**src/hw/rtl/marker_length_frame_checker_core_defines.svh**
```systemverilog
// assertion macros used by the result queue of the marker length frame checker rtl
`ifndef MARKER_LENGTH_FRAME_CHECKER_CORE_DEFINES_SVH
`define MARKER_LENGTH_FRAME_CHECKER_CORE_DEFINES_SVH

// condition that holds at every clock edge outside reset
`define MLFC_CHECK(label, cond, msg) \
  label: assert property (@(posedge clk) disable iff (rst) (cond)) else $error(msg);

// same-cycle implication
`define MLFC_IMPLY(label, ante, cons, msg) \
  label: assert property (@(posedge clk) disable iff (rst) (ante) |-> (cons)) \
    else $error(msg);

// next-cycle implication
`define MLFC_NEXT(label, ante, cons, msg) \
  label: assert property (@(posedge clk) disable iff (rst) (ante) |=> (cons)) \
    else $error(msg);

`endif

```
**src/hw/rtl/mlfc_pkg.sv**
```systemverilog
// types and constants of the marker length frame checker
`default_nettype none

package mlfc_pkg;

  localparam int unsigned CFG_IDX_W = 1;
  localparam int unsigned RSP_DEPTH = 4;

  localparam logic [CFG_IDX_W-1:0] CFG_OPEN_MARK  = 1'd0;
  localparam logic [CFG_IDX_W-1:0] CFG_CLOSE_MARK = 1'd1;

  typedef enum logic [1:0] {
    KIND_TYPE    = 2'd0,
    KIND_PAYLOAD = 2'd1,
    KIND_GOOD    = 2'd2,
    KIND_BAD     = 2'd3
  } kind_t;

  typedef struct packed {
    logic [7:0] data_byte;
    logic       last_byte;
  } req_t;

  typedef struct packed {
    kind_t       out_kind;
    logic [7:0]  out_byte;
    logic [15:0] payload_length;
    logic        run_last;
  } rsp_t;

  // results produced by one request, first entry goes out first
  typedef struct packed {
    logic [1:0] count;
    rsp_t       first;
    rsp_t       second;
  } push_t;

endpackage

`default_nettype wire

```
**src/hw/rtl/mlfc_cfg_regs.sv**
```systemverilog
// start and end marker configuration registers
`default_nettype none

module mlfc_cfg_regs
  import mlfc_pkg::*;
(
  input  wire logic                 clk,
  input  wire logic                 rst,
  input  wire logic                 cfg_valid,
  output logic                      cfg_ready,
  input  wire logic [CFG_IDX_W-1:0] cfg_index,
  input  wire logic [7:0]           cfg_data,
  output logic [7:0]                open_mark,
  output logic [7:0]                close_mark
);

  assign cfg_ready = 1'b1;

  always_ff @(posedge clk) begin
    if (rst) begin
      open_mark  <= 8'd0;
      close_mark <= 8'd0;
    end else if (cfg_valid && cfg_ready) begin
      unique case (cfg_index)
        CFG_OPEN_MARK:  open_mark  <= cfg_data;
        CFG_CLOSE_MARK: close_mark <= cfg_data;
        default: begin
        end
      endcase
    end
  end

endmodule

`default_nettype wire

```
**src/hw/rtl/mlfc_parser.sv**
```systemverilog
// frame parsing state machine, turns one byte into up to two results
`default_nettype none

module mlfc_parser
  import mlfc_pkg::*;
(
  input  wire logic       clk,
  input  wire logic       rst,
  input  wire logic       fire,
  input  wire req_t       req,
  input  wire logic [7:0] open_mark,
  input  wire logic [7:0] close_mark,
  output push_t           push
);

  typedef enum logic [3:0] {
    PH_IDLE       = 4'd0,
    PH_GOT_START  = 4'd1,
    PH_GOT_TYPE   = 4'd2,
    PH_GOT_FORMAT = 4'd3,
    PH_LEN_HI     = 4'd4,
    PH_PAYLOAD    = 4'd5,
    PH_EXPECT_END = 4'd6,
    PH_TRAILING   = 4'd7,
    PH_SKIP       = 4'd8
  } phase_t;

  phase_t      phase, phase_next;
  logic [7:0]  frame_type, frame_type_next;
  logic        long_length_mode, long_length_mode_next;
  logic [15:0] declared_length, declared_length_next;
  logic [15:0] payload_seen, payload_seen_next;
  logic        frame_broken, frame_broken_next;

  logic [15:0] seen_inc;
  logic        have_data;
  logic        framed;
  logic        good;
  rsp_t        data_rsp;
  rsp_t        verdict_rsp;

  assign seen_inc = payload_seen + 16'd1;

  always_comb begin
    phase_next            = phase;
    frame_type_next       = frame_type;
    long_length_mode_next = long_length_mode;
    declared_length_next  = declared_length;
    payload_seen_next     = payload_seen;
    frame_broken_next     = frame_broken;
    have_data             = 1'b0;
    data_rsp              = '0;

    unique case (phase)
      PH_IDLE: begin
        phase_next = (req.data_byte == open_mark) ? PH_GOT_START : PH_SKIP;
      end
      PH_GOT_START: begin
        frame_type_next = req.data_byte;
        phase_next      = PH_GOT_TYPE;
      end
      PH_GOT_TYPE: begin
        long_length_mode_next = (req.data_byte != 8'd0);
        phase_next            = PH_GOT_FORMAT;
      end
      PH_GOT_FORMAT: begin
        have_data             = 1'b1;
        data_rsp.out_kind     = KIND_TYPE;
        data_rsp.out_byte     = frame_type;
        declared_length_next  = {8'd0, req.data_byte};
        if (long_length_mode) begin
          phase_next = PH_LEN_HI;
        end else begin
          phase_next = (req.data_byte == 8'd0) ? PH_EXPECT_END : PH_PAYLOAD;
        end
      end
      PH_LEN_HI: begin
        declared_length_next = {req.data_byte, declared_length[7:0]};
        phase_next = ({req.data_byte, declared_length[7:0]} == 16'd0) ?
                     PH_EXPECT_END : PH_PAYLOAD;
      end
      PH_PAYLOAD: begin
        have_data         = 1'b1;
        data_rsp.out_kind = KIND_PAYLOAD;
        data_rsp.out_byte = req.data_byte;
        payload_seen_next = seen_inc;
        if (seen_inc >= declared_length) begin
          phase_next = PH_EXPECT_END;
        end
      end
      PH_EXPECT_END: begin
        if (req.data_byte != close_mark) begin
          frame_broken_next = 1'b1;
        end
        phase_next = PH_TRAILING;
      end
      PH_TRAILING: begin
        frame_broken_next = 1'b1;
      end
      default: begin
        phase_next = PH_SKIP;
      end
    endcase

    framed = req.last_byte &&
             ((phase == PH_GOT_FORMAT) || (phase == PH_LEN_HI) ||
              (phase == PH_PAYLOAD) || (phase == PH_EXPECT_END) ||
              (phase == PH_TRAILING));
    good   = (phase == PH_EXPECT_END) && !frame_broken_next;

    verdict_rsp                = '0;
    verdict_rsp.out_kind       = good ? KIND_GOOD : KIND_BAD;
    verdict_rsp.payload_length = declared_length_next;
    verdict_rsp.run_last       = 1'b1;
    data_rsp.run_last          = !framed;

    push.count  = {1'b0, have_data} + {1'b0, framed};
    push.first  = have_data ? data_rsp : verdict_rsp;
    push.second = verdict_rsp;
    if (!fire) begin
      push.count = 2'd0;
    end

    // end of message returns to reset state
    if (req.last_byte) begin
      phase_next            = PH_IDLE;
      frame_type_next       = 8'd0;
      long_length_mode_next = 1'b0;
      declared_length_next  = 16'd0;
      payload_seen_next     = 16'd0;
      frame_broken_next     = 1'b0;
    end
  end

  always_ff @(posedge clk) begin
    if (rst) begin
      phase            <= PH_IDLE;
      frame_type       <= 8'd0;
      long_length_mode <= 1'b0;
      declared_length  <= 16'd0;
      payload_seen     <= 16'd0;
      frame_broken     <= 1'b0;
    end else if (fire) begin
      phase            <= phase_next;
      frame_type       <= frame_type_next;
      long_length_mode <= long_length_mode_next;
      declared_length  <= declared_length_next;
      payload_seen     <= payload_seen_next;
      frame_broken     <= frame_broken_next;
    end
  end

endmodule

`default_nettype wire

```
**src/hw/rtl/mlfc_rsp_fifo.sv**
```systemverilog
// small result queue, takes up to two results a cycle and gives one while the receiver does not stall
`default_nettype none

`include "marker_length_frame_checker_core_defines.svh"

module mlfc_rsp_fifo
  import mlfc_pkg::*;
(
  input  wire logic  clk,
  input  wire logic  rst,
  input  wire push_t push,
  output logic       room2,
  output logic       rsp_valid,
  input  wire logic  rsp_stall,
  output rsp_t       rsp
);

  localparam int unsigned PTR_W = $clog2(RSP_DEPTH);
  localparam int unsigned CNT_W = $clog2(RSP_DEPTH + 1);

  rsp_t             mem [RSP_DEPTH];
  logic [PTR_W-1:0] wr_ptr;
  logic [PTR_W-1:0] rd_ptr;
  logic [CNT_W-1:0] count;
  logic             pop;

  assign rsp_valid = (count != '0);
  assign rsp       = mem[rd_ptr];
  assign pop       = rsp_valid && !rsp_stall;
  assign room2     = (count <= CNT_W'(RSP_DEPTH - 2));

  always_ff @(posedge clk) begin
    if (push.count != 2'd0) begin
      mem[wr_ptr] <= push.first;
    end
    if (push.count == 2'd2) begin
      mem[PTR_W'(wr_ptr + 1'b1)] <= push.second;
    end
  end

  always_ff @(posedge clk) begin
    if (rst) begin
      wr_ptr <= '0;
      rd_ptr <= '0;
      count  <= '0;
    end else begin
      wr_ptr <= PTR_W'(wr_ptr + push.count);
      if (pop) begin
        rd_ptr <= PTR_W'(rd_ptr + 1'b1);
      end
      count <= CNT_W'(count + CNT_W'(push.count) - CNT_W'(pop));
    end
  end

  `MLFC_CHECK(a_count_max, count <= CNT_W'(RSP_DEPTH), "result queue over depth")
  `MLFC_IMPLY(a_push_room, push.count != 2'd0, room2, "result pushed without room")
  `MLFC_NEXT(a_pop_drains, pop && (push.count == 2'd0),
             count == CNT_W'($past(count) - 1'b1), "pop did not drain queue")

endmodule

`default_nettype wire

```
**src/hw/rtl/marker_length_frame_checker_core.sv**
```systemverilog
// Marker and length frame checker. Takes one message byte per cycle on the
// request channel (last_byte flags the end of a message) and streams the
// frame type, the declared payload bytes and a good or bad verdict on the
// result channel. A byte is registered on entry, parsed from the input
// register once the queue has room for two results, and its results land
// in a four entry result queue. Sustained rate is one byte per cycle;
// the last byte of a framed message can give two results, which leave the
// queue one per cycle while the result side does not stall, and the request
// side stalls only while the queue lacks room for two results. Marker
// registers are written on the config channel, which is always ready.
`default_nettype none

module marker_length_frame_checker_core
  import mlfc_pkg::*;
(
  input  wire logic                 clk,
  input  wire logic                 rst,
  input  wire logic                 req_valid,
  output logic                      req_stall,
  input  wire req_t                 req,
  output logic                      rsp_valid,
  input  wire logic                 rsp_stall,
  output rsp_t                      rsp,
  input  wire logic                 cfg_valid,
  output logic                      cfg_ready,
  input  wire logic [CFG_IDX_W-1:0] cfg_index,
  input  wire logic [7:0]           cfg_data
);

  logic       in_valid;
  req_t       in_req;
  logic       room2;
  logic       fire;
  logic [7:0] open_mark;
  logic [7:0] close_mark;
  push_t      push;

  assign fire      = in_valid && room2;
  assign req_stall = in_valid && !room2;

  // input register
  always_ff @(posedge clk) begin
    if (rst) begin
      in_valid <= 1'b0;
    end else if (!req_stall) begin
      in_valid <= req_valid;
    end
  end

  always_ff @(posedge clk) begin
    if (!req_stall && req_valid) begin
      in_req <= req;
    end
  end

  mlfc_cfg_regs u_cfg (
    .clk        (clk),
    .rst        (rst),
    .cfg_valid  (cfg_valid),
    .cfg_ready  (cfg_ready),
    .cfg_index  (cfg_index),
    .cfg_data   (cfg_data),
    .open_mark  (open_mark),
    .close_mark (close_mark)
  );

  mlfc_parser u_parser (
    .clk        (clk),
    .rst        (rst),
    .fire       (fire),
    .req        (in_req),
    .open_mark  (open_mark),
    .close_mark (close_mark),
    .push       (push)
  );

  mlfc_rsp_fifo u_fifo (
    .clk       (clk),
    .rst       (rst),
    .push      (push),
    .room2     (room2),
    .rsp_valid (rsp_valid),
    .rsp_stall (rsp_stall),
    .rsp       (rsp)
  );

endmodule

`default_nettype wire

```
**config.mk**
```make
export PLATFORM = sky130hd
export DESIGN_NAME = marker_length_frame_checker_core
export DESIGN_NICKNAME = d
export VERILOG_FILES = /design/src/hw/rtl/mlfc_pkg.sv /design/src/hw/rtl/mlfc_cfg_regs.sv /design/src/hw/rtl/mlfc_parser.sv /design/src/hw/rtl/mlfc_rsp_fifo.sv /design/src/hw/rtl/marker_length_frame_checker_core.sv
export VERILOG_INCLUDE_DIRS = /design/src /design/src/hw/rtl
export SDC_FILE = /design/constraint.sdc
export NUM_CORES = 1
export LEC_CHECK = 0
export BUFFER_PORTS_ARGS = -buffer_cell sky130_fd_sc_hd__buf_4
export CAP_MARGIN = 40
export CORE_MARGIN = 2
export CORE_UTILIZATION = 66
export CTS_CLUSTER_DIAMETER = 40
export DETAILED_ROUTE_END_ITERATION = 12
export GPL_ROUTABILITY_DRIVEN = 0
export PLACE_DENSITY = 0.86
export SYNTH_ARGS = -nofsm -noshare
export SYNTH_HDL_FRONTEND = slang
export SYNTH_SLANG_ARGS = --single-unit
```
**constraint.sdc**
```tcl
create_clock -name clk -period 7.5 [get_ports clk]
set_input_delay 0.375 -clock clk [delete_from_list [all_inputs] [get_ports clk]]
set_output_delay 0.375 -clock clk [all_outputs]
set_load 0.01 [all_outputs]
```
==> metrics.txt, run 1 <==
# TYPE chip_impl_metric gauge
chip_impl_metric{name="grt_use_total",unit=""} 0.314
chip_impl_metric{name="tns",unit="ns"} 0
chip_impl_metric{name="design.die.area",unit="mm2"} 0.0145
chip_impl_metric{name="global_route.usage.met2",unit=""} 0.535
chip_impl_metric{name="worstMarginPinSlew",unit="ns"} 0.868
chip_impl_metric{name="first_global_vias",unit=""} 6991
chip_impl_metric{name="num-nets-final",unit=""} 925
chip_impl_info{name="critPathCaptureType",value="flip-flop"} 1
chip_impl_info{name="cpMaxStageDelayCell",value="sky130_fd_sc_hd__dfxtp_1"} 1
chip_impl_metric{name="async_flop_share",unit=""} 0
chip_impl_metric{name="netlist_instances",unit=""} 861
chip_impl_info{name="grt_busiest_layer",value="met2"} 1
chip_impl_metric{name="core",unit="mm2"} 0.0132
chip_impl_metric{name="dpl.cell_count",unit=""} 1035
chip_impl_metric{name="leakage",unit="nW"} 3.33
chip_impl_metric{name="cts_hold_buffers",unit=""} 0
chip_impl_metric{name="area_growth",unit="%"} 10.7
chip_impl_info{name="worstHoldStart",value="req[3]"} 1
chip_impl_metric{name="clock_insertion_delay_worst_skew",unit="ns"} 0.44
chip_impl_metric{name="grt_pass1_wl",unit="um"} 35000
chip_impl_info{name="synth_ff_type",value="sky130_fd_sc_hd__dfxtp_1"} 1
chip_impl_info{name="synth_top_family_by_area",value="simple AND/OR/NAND/NOR gates"} 1
chip_impl_metric{name="ir_drop",unit="V"} 0.000151
chip_impl_metric{name="powerDensity",unit="mW/mm2"} 229
chip_impl_info{name="min-delay-path-class",value="in2reg"} 1
chip_impl_metric{name="tritoncts_num_sinks",unit=""} 189
chip_impl_metric{name="cts_resized",unit=""} 0
chip_impl_metric{name="cap_viol_max_count",unit=""} 0
chip_impl_metric{name="mappedNetlistNets",unit=""} 907
chip_impl_metric{name="post_synthesis_instance_area",unit="mm2"} 0.00893
chip_impl_info{name="timing.setup.critical_path_class",value="reg2reg"} 1
chip_impl_info{name="cts.root.buffer_cell",value="sky130_fd_sc_hd__clkbuf_16"} 1
chip_impl_metric{name="pin_count",unit=""} 53
chip_impl_info{name="status",value="completed"} 1
chip_impl_metric{name="n_fill_cell",unit=""} 877
chip_impl_metric{name="share_of_cells_above_drive_strength_1",unit=""} 0.158
chip_impl_metric{name="synth.ff_latch_count",unit=""} 189
chip_impl_info{name="yosys.area.top_type",value="sky130_fd_sc_hd__edfxtp_1"} 1
chip_impl_metric{name="synthesis.yosys.warnings",unit=""} 0
chip_impl_metric{name="total_power",unit="mW"} 2.27
chip_impl_metric{name="use_met3",unit=""} 0.0599
chip_impl_info{name="grt_setup_unrepaired",value="false"} 1
chip_impl_metric{name="hold_viol_final",unit=""} 0
chip_impl_metric{name="yosys.area_share.xor_xnor",unit=""} 0.0353
chip_impl_metric{name="syn-mean-instance-area",unit="um2"} 10.4
chip_impl_metric{name="detailroute.via_count",unit=""} 6925
chip_impl_metric{name="final_antenna_net_count",unit=""} 0
chip_impl_metric{name="h-tree-depth",unit=""} 4
chip_impl_metric{name="min_delay_path_depth",unit=""} 1
chip_impl_info{name="beginning_of_the_worst_register_to_register_path",value="u_parser.phase[3]$_SDFFE_PP0P_"} 1
chip_impl_info{name="worst_setup_start_kind",value="flip-flop"} 1
chip_impl_metric{name="report.final.slew_viol_count",unit=""} 0
chip_impl_metric{name="r2r_setup_slack",unit="ns"} 3.61
chip_impl_info{name="timing.critical_path.cells",value="and4bb_1 > buf_8 > nor2_4 > inv_1 > ha_1 > o211ai_1 > nor2_1 > buf_4 > a21oi_2 > nor2_1"} 1
chip_impl_metric{name="max-slew-margin-rel",unit=""} 0.418
chip_impl_metric{name="setup_viol",unit=""} 0
chip_impl_metric{name="final_layout_worst_hold_slack",unit="ns"} 0.109
chip_impl_metric{name="cts-buffers-inserted",unit=""} 17
chip_impl_metric{name="share_of_yosys_cell_area_claimed_by_the_top_area_cell_type",unit=""} 0.259
chip_impl_metric{name="drc",unit=""} 0
chip_impl_metric{name="antenna_found_initial",unit=""} 0
chip_impl_info{name="mostFrequentLayoutCell",value="sky130_fd_sc_hd__nor2_1"} 1
chip_impl_metric{name="stdcell_count",unit=""} 1068
chip_impl_info{name="final_cell_mix",value="sky130_fd_sc_hd__nor2_1, sky130_fd_sc_hd__dfxtp_1, sky130_fd_sc_hd__edfxtp_1, sky130_fd_sc_hd__buf_4"} 1
chip_impl_metric{name="synth-compound-area-share",unit=""} 0.126
chip_impl_metric{name="synth-seq-area-share",unit=""} 0.510
chip_impl_metric{name="post_synthesis_cell_type_count",unit=""} 64
chip_impl_metric{name="drt-pass1-iter-count",unit=""} 7
chip_impl_info{name="worst_path_most_repeated_cell",value="sky130_fd_sc_hd__nor2_1"} 1
chip_impl_metric{name="crit_arrival",unit="ns"} 4.04
chip_impl_metric{name="post-cts-setup-buffers",unit=""} 0
chip_impl_metric{name="antennaDiodeCount",unit=""} 0
chip_impl_metric{name="dp.final_hpwl",unit="um"} 14900
chip_impl_metric{name="finalClockSkew",unit="ns"} 0.00780
chip_impl_metric{name="post-route-min-period",unit="ns"} 3.89
chip_impl_metric{name="post_synth_mux_area_share",unit=""} 0.0838
chip_impl_metric{name="die_height",unit="um"} 120
chip_impl_metric{name="cts-root-to-sink-buffers",unit=""} 2
chip_impl_metric{name="worst_r2r_path_depth",unit=""} 10
chip_impl_metric{name="first_drt_iteration_drcs",unit=""} 983
chip_impl_metric{name="wl_per_cell",unit="um"} 20.0
chip_impl_metric{name="io_buffers",unit=""} 51
chip_impl_metric{name="path_clk_slew",unit="ns"} 0.07
chip_impl_metric{name="num_rows",unit=""} 42
chip_impl_metric{name="routed_via_density",unit=""} 6.48
chip_impl_metric{name="critPathMaxFanout",unit=""} 17
chip_impl_metric{name="achievable-frequency",unit="MHz"} 257
chip_impl_metric{name="groute.layer.met1.usage",unit=""} 0.382
chip_impl_metric{name="grt_start_max_net_pins",unit=""} 70
chip_impl_metric{name="synth_enable_flop_cells",unit=""} 77
chip_impl_metric{name="final_min_period_over_clock_period",unit=""} 0.518
chip_impl_metric{name="cp.required",unit="ns"} 7.66
chip_impl_metric{name="area_share_of_and_or_nand_nor_cells_after_synthesis",unit=""} 0.165
chip_impl_info{name="critical_path.reg2reg.endpoint",value="u_fifo.mem[1][4]$_DFFE_PP_"} 1
chip_impl_metric{name="initial_core_util",unit=""} 0.674
chip_impl_info{name="hold-path-endpoint",value="in_req[3]$_DFFE_PP_"} 1
chip_impl_metric{name="postRouteWirelength",unit="um"} 21400
chip_impl_metric{name="die_w",unit="um"} 120
chip_impl_info{name="cts_tree",value="yes"} 1
chip_impl_metric{name="synthAdderAreaFrac",unit=""} 0.0331
chip_impl_metric{name="critPathMaxStageDelay",unit="ns"} 0.65
chip_impl_info{name="synth.area.top_cells",value="sky130_fd_sc_hd__edfxtp_1, sky130_fd_sc_hd__dfxtp_1, sky130_fd_sc_hd__mux4_2"} 1
chip_impl_metric{name="grt_overflow",unit=""} 0
## layer usage
metal  share of wire  vias to the layer above
li1                -                     3132
met1            0.38                     3300
met2            0.50                      413
met3           0.080                       80
met4           0.038                        0
met5               0                        -
## stage by stage
stage / utilization / cell area, um2 / setup slack [ns]
final: 0.746 / 9880 / 3.61
after global placement: 0.698 / 9250 / 3.48
after floorplan: - / 8930 / 4.69
after detailed placement: 0.702 / 9300 / 3.63
after global routing: 0.746 / 9880 / 3.34
after CTS: 0.746 / 9870 / 3.63
## kinds of logic after synthesis
| kind of cell | after synthesis |
|---|---|
| flops | 189 |
| fa+ha+maj | 23 |
| buf+inv | 92 |
| simple gates | 309 |
| mux | 41 |
| xor+xnor | 36 |
| other cells | 1 |
| compound gates | 170 |
## area by class of cell
class,instances,area (um2),area share
multi-input cells,580,3960,0.401
inverters,30,113,0.0114
clock inverters,13,130,0.0132
repair buffers,61,460,0.0466
well taps,176,220,0.0223
clock buffers,19,443,0.0448
flip-flops and latches,189,4550,0.461
## critical path, delay by kind of cell, from the launching register on
kind                     cells  cell delay, ns
AND/OR/NAND/NOR              4            1.01
AO/OA/AOI/OAI                2            0.97
flip-flops                   1            0.65
buffers and inverters        3            0.54
adder cells (fa/ha/maj)      1            0.41
## flip-flops by register name, indices dropped and copies added, names as in the netlist, 2 cells and up, named ones only
register and flops:
u_fifo.mem 108, u_fifo.wr_ptr 2, u_parser.declared_length 16, u_parser.frame_type 8, in_req 9, u_parser.payload_seen 16, u_fifo.count 3, u_parser.phase 4
u_cfg.open_mark 8, u_cfg.close_mark 8, u_fifo.rd_ptr 2
## where the power goes
part	leakage (nW)	switching [mW]	internal, mW
Clock	0.280	0.406	0.475
Combinational	1.58	0.144	0.116
Sequential	1.47	0.0369	1.09
Total	3.33	0.587	1.68
## how the worst max path moves through the flow
stage,start,end,slack [ns],cells after the start
5_1_grt,u_parser.phase[0]$_SDFFE_PP0P_,u_fifo.mem[1][25]$_DFFE_PP_,3.34,9
3_3_place_gp,u_parser.phase[0]$_SDFFE_PP0P_,u_fifo.mem[3][2]$_DFFE_PP_,3.48,8
2_1_floorplan,u_parser.phase[3]$_SDFFE_PP0P_,u_fifo.mem[0][10]$_DFFE_PP_,4.69,11
4_1_cts,u_parser.phase[3]$_SDFFE_PP0P_,u_fifo.mem[1][4]$_DFFE_PP_,3.63,10
6_report,u_parser.phase[3]$_SDFFE_PP0P_,u_fifo.mem[1][4]$_DFFE_PP_,3.61,10
3_5_place_dp,u_parser.phase[3]$_SDFFE_PP0P_,u_fifo.mem[1][4]$_DFFE_PP_,3.63,10
## cells in the mapped netlist (all sizes together), types with 3 or more instances
cell / count
nor2: 163
buf: 40
o22a: 4
or2: 5
nand3b: 4
and3: 7
a2bb2oi: 8
nand4: 4
o21ai: 34
a31oi: 3
dfxtp: 112
nor4: 14
mux4: 27
xor2: 27
ha: 22
nor2b: 8
or3: 6
mux2i: 14
edfxtp: 77
a21oi: 48
a211oi: 24
nor3: 18
nand3: 20
clkbuf: 22
a21o: 3
inv: 30
a21boi: 3
xnor2: 9
a22oi: 31
nand2b: 5
nand2: 45
Note: power is estimated with default switching activity, not from simulation.
==> inputs of run 2 (changes only) <==
CORE_UTILIZATION = 61   (was 66)
PLACE_DENSITY = 0.81   (was 0.86)
clock period = 4 ns   (was 7.5 ns; I/O delays follow)
==> metrics.txt, run 2 (same netlist as run 1, synthesis figures left out) <==
# TYPE chip_impl_metric gauge
chip_impl_metric{name="max-slew-margin-rel",unit=""} 0.462
chip_impl_metric{name="grt_start_max_net_pins",unit=""} 70
chip_impl_metric{name="cts_hold_buffers",unit=""} 10
chip_impl_metric{name="die_w",unit="um"} 125
chip_impl_metric{name="fin_util",unit=""} 0.697
chip_impl_metric{name="cts-root-to-sink-buffers",unit=""} 2
chip_impl_metric{name="detailroute.via_count",unit=""} 6617
chip_impl_metric{name="n_fill_cell",unit=""} 1032
chip_impl_info{name="timing.setup.critical_path_class",value="reg2reg"} 1
chip_impl_info{name="critPathCaptureType",value="flip-flop"} 1
chip_impl_metric{name="core",unit="mm2"} 0.0144
chip_impl_metric{name="wl_per_cell",unit="um"} 18.5
chip_impl_metric{name="initial_core_util",unit=""} 0.619
chip_impl_metric{name="setup_viol",unit=""} 0
chip_impl_info{name="cts.root.buffer_cell",value="sky130_fd_sc_hd__clkbuf_16"} 1
chip_impl_metric{name="share_of_cells_above_drive_strength_1",unit=""} 0.160
chip_impl_metric{name="powerDensity",unit="mW/mm2"} 423
chip_impl_info{name="status",value="completed"} 1
chip_impl_metric{name="tns",unit="ns"} 0
chip_impl_metric{name="io_buffers",unit=""} 51
chip_impl_metric{name="grt_use_total",unit=""} 0.264
chip_impl_metric{name="routed_via_density",unit=""} 6.05
chip_impl_metric{name="grt_overflow",unit=""} 0
chip_impl_metric{name="post-cts-setup-buffers",unit=""} 0
chip_impl_info{name="worst_setup_start_kind",value="flip-flop"} 1
chip_impl_metric{name="clock_insertion_delay_worst_skew",unit="ns"} 0.44
chip_impl_metric{name="design.die.area",unit="mm2"} 0.0156
chip_impl_metric{name="cts_resized",unit=""} 0
chip_impl_info{name="min-delay-path-class",value="in2reg"} 1
chip_impl_metric{name="final_antenna_net_count",unit=""} 0
chip_impl_metric{name="num_rows",unit=""} 44
chip_impl_metric{name="drc",unit=""} 0
chip_impl_metric{name="cp.required",unit="ns"} 4.17
chip_impl_metric{name="h-tree-depth",unit=""} 4
chip_impl_metric{name="antennaDiodeCount",unit=""} 0
chip_impl_metric{name="report.final.slew_viol_count",unit=""} 0
chip_impl_info{name="final_cell_mix",value="sky130_fd_sc_hd__nor2_1, sky130_fd_sc_hd__dfxtp_1, sky130_fd_sc_hd__edfxtp_1, sky130_fd_sc_hd__buf_4"} 1
chip_impl_metric{name="critPathMaxFanout",unit=""} 20
chip_impl_metric{name="antenna_found_initial",unit=""} 0
chip_impl_info{name="top_regs",value="u_fifo.mem: 108 flops, u_parser.declared_length: 16 flops, u_parser.payload_seen: 16 flops"} 1
chip_impl_metric{name="grt_pass1_wl",unit="um"} 32800
chip_impl_metric{name="hold_viol_final",unit=""} 0
chip_impl_metric{name="postRouteWirelength",unit="um"} 20200
chip_impl_metric{name="first_drt_iteration_drcs",unit=""} 706
chip_impl_info{name="grt_setup_unrepaired",value="false"} 1
chip_impl_info{name="mostFrequentLayoutCell",value="sky130_fd_sc_hd__nor2_1"} 1
chip_impl_metric{name="dp.final_hpwl",unit="um"} 13600
chip_impl_metric{name="tritoncts_num_sinks",unit=""} 189
chip_impl_info{name="largest_register",value="u_fifo.mem"} 1
chip_impl_metric{name="worstMarginPinSlew",unit="ns"} 0.807
chip_impl_metric{name="area_growth",unit="%"} 12.5
chip_impl_metric{name="path_clk_slew",unit="ns"} 0.07
chip_impl_metric{name="achievable-frequency",unit="MHz"} 305
chip_impl_metric{name="pin_count",unit=""} 53
chip_impl_metric{name="largest_register_ff_count",unit=""} 108
chip_impl_metric{name="crit_arrival",unit="ns"} 3.45
chip_impl_metric{name="die_height",unit="um"} 125
chip_impl_metric{name="drt-pass1-iter-count",unit=""} 5
chip_impl_metric{name="cts-buffers-inserted",unit=""} 17
chip_impl_metric{name="leakage",unit="nW"} 3.39
chip_impl_metric{name="num-nets-final",unit=""} 942
chip_impl_metric{name="cap_viol_max_count",unit=""} 0
chip_impl_metric{name="final_min_period_over_clock_period",unit=""} 0.821
chip_impl_metric{name="ir_drop",unit="V"} 0.000263
chip_impl_metric{name="finalClockSkew",unit="ns"} 0.0203
chip_impl_metric{name="post-route-min-period",unit="ns"} 3.28
chip_impl_metric{name="first_global_vias",unit=""} 6524
chip_impl_info{name="cts_tree",value="yes"} 1
==> run 2: report_power, final <==
group / internal, mW / switching [mW] / leakage [nW]
Sequential: 2.04 / 0.0773 / 1.47
Combinational: 0.228 / 0.243 / 1.65
Clock: 0.925 / 0.738 / 0.272
==> run 2: cell type report <==
class | instances | area (um2) | area share
Clock inverter | 9 | 98.8 | 0.00984
Multi-Input combinational cell | 580 | 3960 | 0.394
Sequential cell | 189 | 4550 | 0.453
Timing Repair Buffer | 78 | 611 | 0.0608
Clock buffer | 23 | 479 | 0.0477
Tap cell | 184 | 230 | 0.0229
Inverter | 30 | 113 | 0.0112
==> run 2: worst max-delay path, stage by stage, from the launching register on <==
cell                       delay [ns]
sky130_fd_sc_hd__dfxtp_1         0.65
sky130_fd_sc_hd__and4bb_2        0.42
sky130_fd_sc_hd__nor2_4          0.19
sky130_fd_sc_hd__inv_1           0.06
sky130_fd_sc_hd__ha_1            0.41
sky130_fd_sc_hd__o211ai_1        0.33
sky130_fd_sc_hd__nor2_1          0.09
sky130_fd_sc_hd__buf_4           0.20
sky130_fd_sc_hd__a21oi_1         0.28
sky130_fd_sc_hd__buf_4           0.27
sky130_fd_sc_hd__nor2_1          0.09
==> run 2: per-stage QoR <==
| stage | instances | hold WS [ns] | setup WS, ns | total power, mW | area [um2] |
|---|---|---|---|---|---|
| floorplan | 861 | 0.299 | 1.19 | 2.48 | 8930 |
| global route | 1093 | 0.0228 | 0.525 | 4.39 | 10000 |
| detailed placement | 1051 | 0.380 | 0.823 | 2.63 | 9370 |
| CTS | 1093 | 0.000333 | 0.791 | 4.27 | 10000 |
| finish | 1093 | 0.00523 | 0.716 | 4.25 | 10000 |
| global placement | 1050 | 0.378 | 0.913 | 2.62 | 9360 |
==> run 2: final timing paths <==
kind	slack (ns)	depth (start not counted)	from	to
setup / recovery	0.72	10	u_parser.phase[3]$_SDFFE_PP0P_	u_fifo.mem[3][13]$_DFFE_PP_
hold reg to reg	0.46	2	u_fifo.mem[0][21]$_SDFFE_PP0P_	u_fifo.mem[0][21]$_SDFFE_PP0P_
hold / removal	0.005	3	cfg_data[2]	u_cfg.open_mark[2]$_SDFFE_PP0P_
setup reg to reg	0.72	10	u_parser.phase[3]$_SDFFE_PP0P_	u_fifo.mem[3][13]$_DFFE_PP_
==> run 2: layer usage <==
metal / vias up / GRT usage / wire length [um]
li1: 3165 / - / -
met1: 3132 / 0.347 / 8540
met2: 263 / 0.420 / 9710
met3: 57 / 0.0603 / 1270
met4: 0 / 0.121 / 655
met5: - / 0 / 0
